==> config.mk <==
export PLATFORM = sky130hd
export DESIGN_NAME = bpc_cfg_regs
export DESIGN_NICKNAME = d
export VERILOG_FILES = /design/src/sv/assert_macros.svh /design/src/sv/bpc_pkg.sv /design/src/sv/bpc_cfg_regs.sv
export SDC_FILE = /design/constraint.sdc
export NUM_CORES = 1
export LEC_CHECK = 0
export ABC_CLOCK_PERIOD_IN_PS = 1500
export CELL_PAD_IN_SITES_DETAIL_PLACEMENT = 0
export CELL_PAD_IN_SITES_GLOBAL_PLACEMENT = 1
export CORE_UTILIZATION = 49
export CTS_CLUSTER_SIZE = 12
export DETAILED_ROUTE_END_ITERATION = 16
export DONT_BUFFER_PORTS = 1
export PLACE_DENSITY = 0.87
export SKIP_CTS_REPAIR_TIMING = 1
export SLEW_MARGIN = 5
export SYNTH_ARGS = -nofsm -noshare
export SYNTH_HDL_FRONTEND = slang
export SYNTH_SLANG_ARGS = --single-unit
==> constraint.sdc <==
create_clock -name i_clk -period 1.5 [get_ports i_clk]
set_clock_uncertainty 0.15 [all_clocks]
set_input_delay 0.15 -clock i_clk [delete_from_list [all_inputs] [get_ports i_clk]]
set_output_delay 0.15 -clock i_clk [all_outputs]
set_load 0.005 [all_outputs]
==> src/sv/assert_macros.svh <==
// assertion macros shared by the rtl files
`ifndef ASSERT_MACROS_SVH
`define ASSERT_MACROS_SVH

// checked at every rising edge outside reset
`define ASSERT_CLK(label, clk, rst_n, prop, msg) \
    label: assert property (@(posedge clk) disable iff (!(rst_n)) (prop)) else $error(msg);

// checked at every rising edge, reset included
`define ASSERT_CLK_ALWAYS(label, clk, prop, msg) \
    label: assert property (@(posedge clk) (prop)) else $error(msg);

`endif

==> src/sv/bpc_pkg.sv <==
// types and constants of the button press classifier
package bpc_pkg;

    localparam int unsigned PIN_W   = 16;
    localparam int unsigned LIMIT_W = 16;
    localparam int unsigned COUNT_W = 16;
    localparam int unsigned STAMP_W = 32;
    localparam int unsigned OP_W    = 2;
    localparam int unsigned STATE_W = 2;
    localparam int unsigned CFG_IDX_W  = 2;
    localparam int unsigned CFG_DATA_W = 16;

    localparam logic [PIN_W-1:0]   BUTTON_PIN_RST = 16'd1;
    localparam logic [LIMIT_W-1:0] LONG_LIMIT_RST = 16'd500;
    localparam logic [COUNT_W-1:0] WINDOW_RST     = 16'd300;
    localparam logic [COUNT_W-1:0] COUNT_MAX      = {COUNT_W{1'b1}};

    typedef enum logic [OP_W-1:0] {
        OP_EDGE        = 2'd0,
        OP_TICK        = 2'd1,
        OP_CLEAR       = 2'd2,
        OP_RESET_COUNT = 2'd3
    } t_op;

    typedef enum logic [STATE_W-1:0] {
        PRESS_NONE   = 2'd0,
        PRESS_SINGLE = 2'd1,
        PRESS_DOUBLE = 2'd2,
        PRESS_LONG   = 2'd3
    } t_press;

    typedef enum logic [CFG_IDX_W-1:0] {
        CFG_BUTTON_PIN    = 2'd0,
        CFG_LONG_LIMIT    = 2'd1,
        CFG_DOUBLE_WINDOW = 2'd2
    } t_cfg_idx;

    typedef struct packed {
        logic [PIN_W-1:0]   button_pin;
        logic [LIMIT_W-1:0] long_press_limit;
        logic [COUNT_W-1:0] double_window;
    } t_cfg;

    typedef struct packed {
        logic [OP_W-1:0]    operation;
        logic [PIN_W-1:0]   event_pin;
        logic               pin_level;
        logic [STAMP_W-1:0] now_ms;
    } t_in_item;

endpackage

==> src/sv/bpc_cfg_regs.sv <==
// configuration registers of the button press classifier
module bpc_cfg_regs
    import bpc_pkg::*;
(
    input  logic                  i_clk,
    input  logic                  i_rst_n,
    input  logic                  i_cfg_we,
    input  logic [CFG_IDX_W-1:0]  i_cfg_idx,
    input  logic [CFG_DATA_W-1:0] i_cfg_wdata,
    output t_cfg                  o_cfg
);

    t_cfg r_cfg;
    t_cfg n_cfg;

    always_comb begin
        n_cfg = r_cfg;
        if (i_cfg_we) begin
            case (i_cfg_idx)
                CFG_BUTTON_PIN:    n_cfg.button_pin       = i_cfg_wdata[PIN_W-1:0];
                CFG_LONG_LIMIT:    n_cfg.long_press_limit = i_cfg_wdata[LIMIT_W-1:0];
                CFG_DOUBLE_WINDOW: n_cfg.double_window    = i_cfg_wdata[COUNT_W-1:0];
                default: begin
                end
            endcase
        end
    end

    always_ff @(posedge i_clk) begin
        if (!i_rst_n) begin
            r_cfg.button_pin       <= BUTTON_PIN_RST;
            r_cfg.long_press_limit <= LONG_LIMIT_RST;
            r_cfg.double_window    <= WINDOW_RST;
        end else begin
            r_cfg <= n_cfg;
        end
    end

    assign o_cfg = r_cfg;

endmodule

==> results of run 1 <==
power by group through the flow:
stage,clock network (mW),registers (mW),logic [mW]
after floorplan,0,1.38,0.133
after global placement,0,1.39,0.117
after detailed placement,0,1.39,0.124
after CTS,1.03,1.36,0.125
after global routing,1.08,1.36,0.232
final,1.01,1.36,0.210
metrics by stage:
stage,total power [mW],setup slack [ns],setup TNS (ns),std cells
floorplan,1.51,0.490,0,184
global placement,1.50,0.457,0,224
detailed placement,1.51,0.404,0,224
CTS,2.51,0.506,0,232
global route,2.67,-0.0000671,-0.0000671,269
finish,2.58,0.00448,0,269
cells by family (layout without fill, tap and decap cells):
| family | after synthesis | count (layout) | synth area share [%] |
|---|---|---|---|
| AOI/OAI and AO/OA | 5 | 5 | 2.06 |
| buffers and inverters | 18 | 55 | 6.38 |
| DFF | 48 | 48 | 51.0 |
| muxes | 43 | 43 | 22.9 |
| and+or+nand+nor | 70 | 70 | 17.7 |
per-layer routing:
metal  vias to the layer above  part of all wire, %  wire length (microns)
met4                         0                  1.9                     84
met5                         -                    0                      0
li1                        678                    -                      -
met3                         9                  7.1                    307
met2                        49                   49                   2140
met1                       654                   42                   1800
final cells by class:
class                   count  area, sq um
clock buffers               7         96.3
well taps                  48         60.1
fillers                   310         1270
clock inverters             1         30.0
inverters                   5         18.8
repair buffers             42          418
multi-input cells         118          808
flip-flops and latches     48          961
final timing paths:
check | start | endpoint | cells after the start
worst max-delay path | i_rst_n | o_cfg[3] | 4
worst max register to register | o_cfg[3] | o_cfg[3] | 2
worst min register to register | o_cfg[38] | o_cfg[38] | 2
worst min-delay path | i_rst_n | o_cfg[18] | 2
placed cells by master (no fill, tap or decap), drive strengths merged:
cell type	netlist	final
dlygate4sd3	0	36
nor3b	1	1
mux2i	43	43
nand4bb	1	1
bufinv	0	1
nand2	53	53
a211o	1	1
o211ai	4	4
nand4b	3	3
nor2b	9	9
clkbuf	5	7
dfxtp	48	48
buf	8	6
inv	5	5
nand3b	1	1
and3b	1	1
and4b	1	1
==> results.md, run 1 <==
* Outcome: complete, but fails checks
* Failing checks: hold timing
* Yosys top cell area share at a little over 50%
* Synth cell count leaders: 53 x nand2_1, 48 x dfxtp_1, 43 x mux2i_1
* Setup Crit Path Kind: in -> reg
* GRT Util Overall at 19.5%
* EDFF count, synth at 0
* Placed Area at 0.00189 sq mm
* Share of cells above drive strength 1 at 7.24%
* Clock Sink Count at 48
* Final GP Congestion at between 0.6 and 0.7
* Crit path buffers/inverters at 3
* Nets at 241
* CP endpoint kind: register
* Post-synthesis cell area at ~0.0019 sq mm
* Overflow after GRT at 0
* Final setup viols at 0
* Met1 Use GR at 19.9%
* Ys flop type: dfxtp_1
* Comb pwr share at 8.1%
* Dpl hpwl at 2540 microns
* Max cap viols at 0
* Required time of the critical path at roughly 1.5 ns
* Distinct cells, synth at 19
* Number of I/O port buffers at 0
* Root Buffer: clkbuf_8
* Site row count at 22
* Max clock buf depth at 2
* Clock power frac at approximately two fifths
* ANT cells at 0
* Post-synth ARST share at 0%
* Slew Limit Fails at 0
* Min cycle time layout at roughly 1.5 ns
* Worst slew pin tran at 0.273 ns
* Part of the power in registers at between 50% and 60%
* Internal cell power at 2.03 mW
* Clock Pin Slew Worst Setup and Hold Paths at 0.09 ns
* Min Hold Slack at -0.0252 ns
* Slowest cell on crit path: dlygate4sd3_1
* Residual DRC count at 0
* Io pins at 69
* R2R Setup Slk at 0.08 ns
* Clk_lat worst skew at around 0.30 ns
* Routed vias at between 1000 and 1500
* Initial antenna violation count at 0
* Final period util at ~100%
* Rel. slew slack at 81.8%
* Die ar. at 0.00409 sq mm
* M3 GR Usage at around 7.7%
* Die Ht at about 64 microns
* Post-synthesis sequential element count at 48
* GR peak layer: met2
* Final design utilization at approximately two thirds
* Design Area, Final at ~0.0024 sq mm
* First-pass GRT wire length at 6090 microns
* Net Sw Frac at 21.4%
* Routed length per instance at 16.1 microns
* Synth top area cells: dfxtp_1 51%, mux2i_1 23%, nand2_1 11%
* DIE WIDTH at 64.0 microns
* Yosys top cell by area: dfxtp_1
* Fin. Hold Viols at 2
* ANT nets after route at 0
* FMAX at 669 MHz
* Worst-path cell chain: inv_1 > dlygate4sd3_1 > a211o_1 > dlygate4sd3_1
* Starting Density at 51.4%
* Max FFs per register at 48
* Synth warnings at 0
* Crit path max fanout at 21
* Largest delay contributor family on the critical path: buffers and inverters
* Mapped Cells at 184
* Most used cell, CP: dlygate4sd3_1
* CTS buffer count at 5
* CTS tree: built
* Core area at 0.00366 sq mm
* Top-count cell post-synth: nand2_1
* Syn nets at 205
* Arr. time, crit path at between 1.5 and 2 ns
* Post-Route WL at 4330 microns
* Startpoint Class: input pin
* Register area share after synthesis at 51.0%
* Avg Vias per Cell at around 5.2
* Area growth, synth to finish at 27.0%
* Max stage delay on crit path at 0.57 ns
* Syn_area_per_cell at 10.2 sq um
* First-pass DRT Iterations at 4
* Psw at 0.551 mW
* Vias in the first global route at 1306
* Largest net degree at the start of global routing at 68
* Peak supply drop at ~0.66 mV
* Min-Delay Path Class: in -> reg
* Pwr Density at about 1100 mW/mm^2
* GR Util met2 at 33.9%
* Lkg Pwr at about 0.97 nW
* Max H-tree Level at 2
* Initial drt markers at 87
Power figures use the tool's default switching activity.
==> run 2, diff against run 1 <==
- ABC_AREA: unset -> 1
- CORE_MARGIN: unset -> 10
- CORE_UTILIZATION: 49 -> 45
- CTS_CLUSTER_DIAMETER: unset -> 80
- PLACE_DENSITY: 0.87 -> 0.86
==> run 2 against run 1 <==
Final area rose by 1.9%. The flow still finishes with violations (hold timing). Core utilization fell by 9.0 points. Routed wire length rose by 31%. Sequential power rose by 3%. Combinational power rose by 39%. Clock power barely moved. Clock-buffer cell count did not move. Critical path depth did not move. Via count rose by 26%. Power rose by 4.8%. Critical endpoint unchanged. Sequential share of layout area fell by 0.76 points. Non-clock buffer count fell by 8.
==> results.md, run 2 <==
* Register area share after synthesis at 48.2%
* Min Hold Slack at -0.0368 ns
* Setup Crit Path Kind: in -> reg
* Initial antenna violation count at 1
* Nets at 336
* Hold path depth at 4
* Fin. Hold Viols at 2
* Simple-gate share of the synthesized area at 35.5%
* Mapped Cells at 291
* Site row count at 24
* ANT nets after route at 0
* Distinct cells, synth at 15
* Initial drt markers at 143
* Mux contribution to synthesized area at 0%
* Clk_lat worst skew at 0.30 ns
* Routed vias at ~1800
* Peak supply drop at 0.667 mV
* R2R cell count at 3
* Final GP Congestion at 0.733
* CTS tree: built
* Failing checks: hold timing
* Top-count cell post-synth: nand2_1
* DIE WIDTH at 86.5 microns
* Most used cell, CP: dlygate4sd3_1
* Synth cell count leaders: 78 x nand2_1, 59 x nor2_1, 48 x dfxtp_1
* RSZ-0062 raised after global routing: false
* Yosys top cell by area: dfxtp_1
* Crit path max fanout at 3
* Yosys top cell area share at between 40% and 50%
* Max FFs per register at 48
* Max H-tree Level at 2
* Slew Limit Fails at 0
* EDFF count, synth at 0
* Syn nets at 312
* Startpoint Class: input pin
* Final setup viols at 0
* First-pass GRT wire length at 7950 microns
* Max cap viols at 0
* Post-synth ARST share at 0%
* Worst slew pin tran at roughly 0.5 ns
* Post-Synth Adder-Cell Area at 0%
* Largest family of logic cells by synthesized area: simple AND/OR/NAND/NOR gates
* Post-Route WL at roughly 5600 microns
* CTS buffer count at 5
* Largest delay contributor family on the critical path: buffers and inverters
* Synth Area in XOR/XNOR at 0%
* Setup tns final at 0 ns
* Share of cells above drive strength 1 at 5.38%
* Crit path buffers/inverters at 2
* Worst-path cell chain: dlygate4sd3_1 > nand4_1 > dlygate4sd3_1 > nand3_1
* Outcome: complete, but fails checks
* Io pins at 69
* Min cycle time layout at 1.48 ns
* Synth Area in Compound Gates at under 10%
* FMAX at about 670 MHz
* Die ar. at 0.00749 sq mm
* Number of I/O port buffers at 0
* Vias in the first global route at around 1400
* Lkg Pwr at 1.20 nW
* Most frequent cells in the layout: 78 x nand2_1, 59 x nor2_1, 48 x dfxtp_1, 38 x inv_1, 30 x dlygate4sd3_1
* Syn_area_per_cell at 6.85 sq um
* Required time of the critical path at 1.54 ns
* Post-synthesis sequential element count at 48
* Dpl hpwl at around 3500 microns
* Avg Vias per Cell at 4.74
* Routed length per instance at 15.3 microns
* Max stage delay on crit path at 0.61 ns
* GRT Util Overall at 13.3%
* Commonest non-fill, non-tap cell in the layout: nand2_1
* Starting Density at 46.1%
* Die Ht at 86.5 microns
* Levels on crit path at 4
* Synth top area cells: dfxtp_1 48%, nand2_1 15%, nor2_1 11%
* Residual DRC count at 0
* Pwr Density at 1110 mW/mm^2
* Ys flop type: dfxtp_1
* CP endpoint kind: register
* Clock Pin Slew Worst Setup and Hold Paths at around 0.090 ns
* Rel. slew slack at 66.7%
* Overflow after GRT at 0
* Area growth, synth to finish at 22.4%
* Core area at 0.00432 sq mm
* Synth warnings at 0
* Max clock buf depth at 2
* Final period util at 98.9%
* Final design utilization at 56.4%
* Post-synthesis cell area at about 0.002 sq mm
* Slowest cell on crit path: dlygate4sd3_1
* Largest net degree at the start of global routing at 49
* Root Buffer: clkbuf_8
* R2R Setup Slk at 0.19 ns
* Arr. time, crit path at 1.52 ns
* First-pass DRT Iterations at 6
* Min-Delay Path Class: in -> reg
* Clock Sink Count at 48
## run 2: metal layers
metal	global-route usage (%)	wire length, microns	up-vias
met5	0	0	-
met4	4.42	50	0
met3	6.94	622	8
met2	18.8	2470	56
met1	16.8	2510	757
li1	-	-	929
## run 2: worst reg2reg max path: cells and delay by family, from the launching register on
family	cells	cell delay, ns
buffers and inverters	1	0.57
AND/OR/NAND/NOR	2	0.13
flip-flops	1	0.35
## run 2: cell type report
type	count	area, sq um
sequential	48	961
inverter	39	146
tap	52	65.1
antenna	1	2.50
clock inverter	1	30.0
clock buffer	7	96.3
fill	443	1890
multi-input combinational	187	782
timing repair buffer	34	355
## run 2: report_power, final
| part | internal, mW | switching, mW | total [mW] |
|---|---|---|---|
| registers | 1.34 | 0.0554 | 1.40 |
| logic | 0.125 | 0.167 | 0.292 |
| clock network | 0.588 | 0.426 | 1.01 |
## run 2: logic make-up (layout without fill, tap and decap cells)
kind of cell	Yosys count	after routing
buffers and inverters	56	81
flip-flops	48	48
AND/OR/NAND/NOR	172	172
AO/OA/AOI/OAI	15	15
other	0	1
## run 2: path summary, 6_finish.rpt
check	from	end
max reg2reg	o_cfg[32]	o_cfg[32]
max	i_cfg_wdata[3]	o_cfg[3]
min reg2reg	o_cfg[5]	o_cfg[5]
min	i_cfg_wdata[12]	o_cfg[44]
## run 2: through the flow
| stage | total power [mW] | instance area, sq um | setup WS (ns) | instances |
|---|---|---|---|---|
| 6_report | 2.70 | 2440 | 0.0169 | 369 |
| 5_1_grt | 2.83 | 2440 | 0.00416 | 369 |
| 4_1_cts | 2.61 | 2100 | 0.494 | 336 |
| 3_5_place_dp | 1.60 | 1970 | 0.319 | 328 |
| 3_3_place_gp | 1.60 | 1970 | 0.383 | 328 |
| 2_1_floorplan | 1.60 | 1990 | 0.440 | 291 |
==> run 3, diff against run 2 <==
- CELL_PAD_IN_SITES_DETAIL_PLACEMENT: 0 -> 1
- CORE_ASPECT_RATIO: unset -> 0.5
- SLEW_MARGIN: 5 -> 20
==> run 3 against run 2 <==
The run now ends clean. Worst hold slack improved by 0.040 ns. Sequential power barely moved. Flip-flop and latch count did not move. Global-route usage rose by 1.7 points. Power fell by 0.31%. Clock power fell by 4%. Critical path depth did not move. Routed wire length rose by 29%. Via count rose by 11%. Non-clock buffer count rose by 7. Final area rose by 2.3%. Critical path type unchanged.
==> results.md, run 3 (same netlist as run 2, synthesis figures left out) <==
* Max clock buf depth at 2
* Max FFs per register at 48
* Placed Area at 0.00198 sq mm
* Setup tns final at 0 ns
* Avg Vias per Cell at 5.13
* Overflow after GRT at 0
* Clock power frac at 35.8%
* Max cap viols at 0
* Fin. Hold Viols at 0
* First-pass GRT wire length at 9070 microns
* Hold path depth at 4
* CTS tree: built
* Most used cell, CP: dlygate4sd3_1
* Clock Pin Slew Worst Setup and Hold Paths at 0.10 ns
* Root Buffer: clkbuf_8
* Worst-path cell chain: dlygate4sd3_1 > nand4_1 > dlygate4sd3_1 > nand3_1
* Outcome: finished, final reports clean
* Most frequent cells in the layout: 78 x nand2_1, 59 x nor2_1, 48 x dfxtp_1, 38 x inv_1, 36 x dlygate4sd3_1
* Lkg Pwr at between 1 and 1.5 nW
* Comb pwr share at about 12%
* Io pins at 69
* Nets at 343
* Hold Path End: o_cfg[7]
* Residual DRC count at 0
* CP endpoint kind: register
* Pwr Density at approximately 1100 mW/mm^2
* Worst slack, placed at 0.409 ns
* GR Util met2 at 24.4%
* Min-delay src: i_cfg_idx[1]
* Slowest cell on crit path: dlygate4sd3_1
* Min-Delay Path Class: in -> reg
* FF-to-FF End: o_cfg[29]
* Reg2reg start: o_cfg[29]
* Die ar. at 0.00765 sq mm
* Met1 Use GR at 15.9%
* Final period util at 99.4%
* Worst slew pin tran at between 0.5 and 0.6 ns
* Net Sw Frac at 26.8%
* Part of the power in registers at 51.9%
* CTS buffer count at 5
* Final GP Congestion at 0.760
* Slew Limit Fails at 0
* GRT Util Overall at 15.0%
* Initial antenna violation count at 0
* Required time of the critical path at 1.54 ns
* Initial drt markers at 94
* Internal cell power at 1.97 mW
* Design Area, Final at 0.00249 sq mm
* R2R Setup Slk at 0.15 ns
* Share of cells above drive strength 1 at 5.57%
* Crit path max fanout at 3
* Psw at 0.722 mW
* Clock Sink Count at 48
* Max stage delay on crit path at around 0.60 ns
* Post-Route WL at 7290 microns
* Startpoint Class: input pin
* Routed length per instance at 19.3 microns
* ANT nets after route at 0
* Core area at 0.00408 sq mm
* Rel. slew slack at between 50 and 60%
* Number of I/O port buffers at 0
* Min Hold Slack at 0.00343 ns
* Crit path buffers/inverters at 2
* Site row count at 16
* Largest net degree at the start of global routing at 49
* Starting Density at 48.8%
* Commonest non-fill, non-tap cell in the layout: nand2_1
* First-pass DRT Iterations at 4
* GR peak layer: met2
* Final setup viols at 0
* DIE WIDTH at 114 microns
* Dpl hpwl at 4110 microns
* Die Ht at 67.0 microns
* FMAX at 671 MHz
* Routed vias at ~1900
* Arr. time, crit path at about 1.5 ns
* M3 GR Usage at 9.03%
* Max H-tree Level at 2
* R2R cell count at 5
* Setup Crit Path Kind: in -> reg
* Largest delay contributor family on the critical path: buffers and inverters
* Clk_lat worst skew at 0.31 ns
* Area growth, synth to finish at 25.2%
* PnR worst setup slack at 0.00899 ns
* Vias in the first global route at 1741
* Min cycle time layout at 1.49 ns
* Peak supply drop at 0.593 mV
run 3: stage by stage:
stage | util, % | instances | total power [mW]
3_3_place_gp | 48.5 | 331 | 1.59
6_report | 61.1 | 378 | 2.69
3_5_place_dp | 48.5 | 331 | 1.61
4_1_cts | 51.2 | 339 | 2.56
5_1_grt | 61.0 | 377 | 2.81
2_1_floorplan | - | 291 | 1.60
run 3: power groups by stage:
stage                     Sequential [mW]  Combinational [mW]  Clock [mW]
after floorplan                      1.41               0.189           0
after global placement               1.43               0.166           0
after detailed placement             1.43               0.181           0
after CTS                            1.40               0.182       0.974
after global routing                 1.41               0.368        1.04
final                                1.40               0.330       0.965
run 3: final cells by class:
type | instances | area, sq um
Inverter | 39 | 146
Tap cell | 54 | 67.6
Timing Repair Buffer | 41 | 423
Sequential cell | 48 | 961
Clock buffer | 5 | 68.8
Antenna cell | 1 | 2.50
Multi-Input combinational cell | 187 | 782
Clock inverter | 3 | 42.5
Fill cell | 531 | 1590
run 3: worst max path at each step:
| stage | cells past startpoint | slack [ns] | end | start |
|---|---|---|---|---|
| after floorplan | 6 | 0.44 | o_cfg[18] | i_cfg_idx[1] |
| after global placement | 5 | 0.46 | o_cfg[15] | i_cfg_idx[0] |
| after detailed placement | 6 | 0.41 | o_cfg[4] | i_cfg_idx[0] |
| after CTS | 0 | 0.49 | o_cfg[42] | o_cfg[42] |
| after global routing | 4 | -0.02 | o_cfg[2] | i_cfg_wdata[2] |
| final | 4 | 0.009 | o_cfg[2] | i_cfg_wdata[2] |
run 3: metal layers:
layer | part of all wire (%) | wire, microns
met1 | 40 | 2900
met2 | 50 | 3610
met3 | 9.4 | 684
met4 | 1.2 | 91
met5 | 0 | 0
run 3: worst reg2reg max path, stage by stage, from the launching register on:
cell and delay, ns:
dfxtp_1 0.37, inv_1 0.05, nand2_1 0.06, nand2_1 0.05
nor2_1 0.08, dlygate4sd3_1 0.54
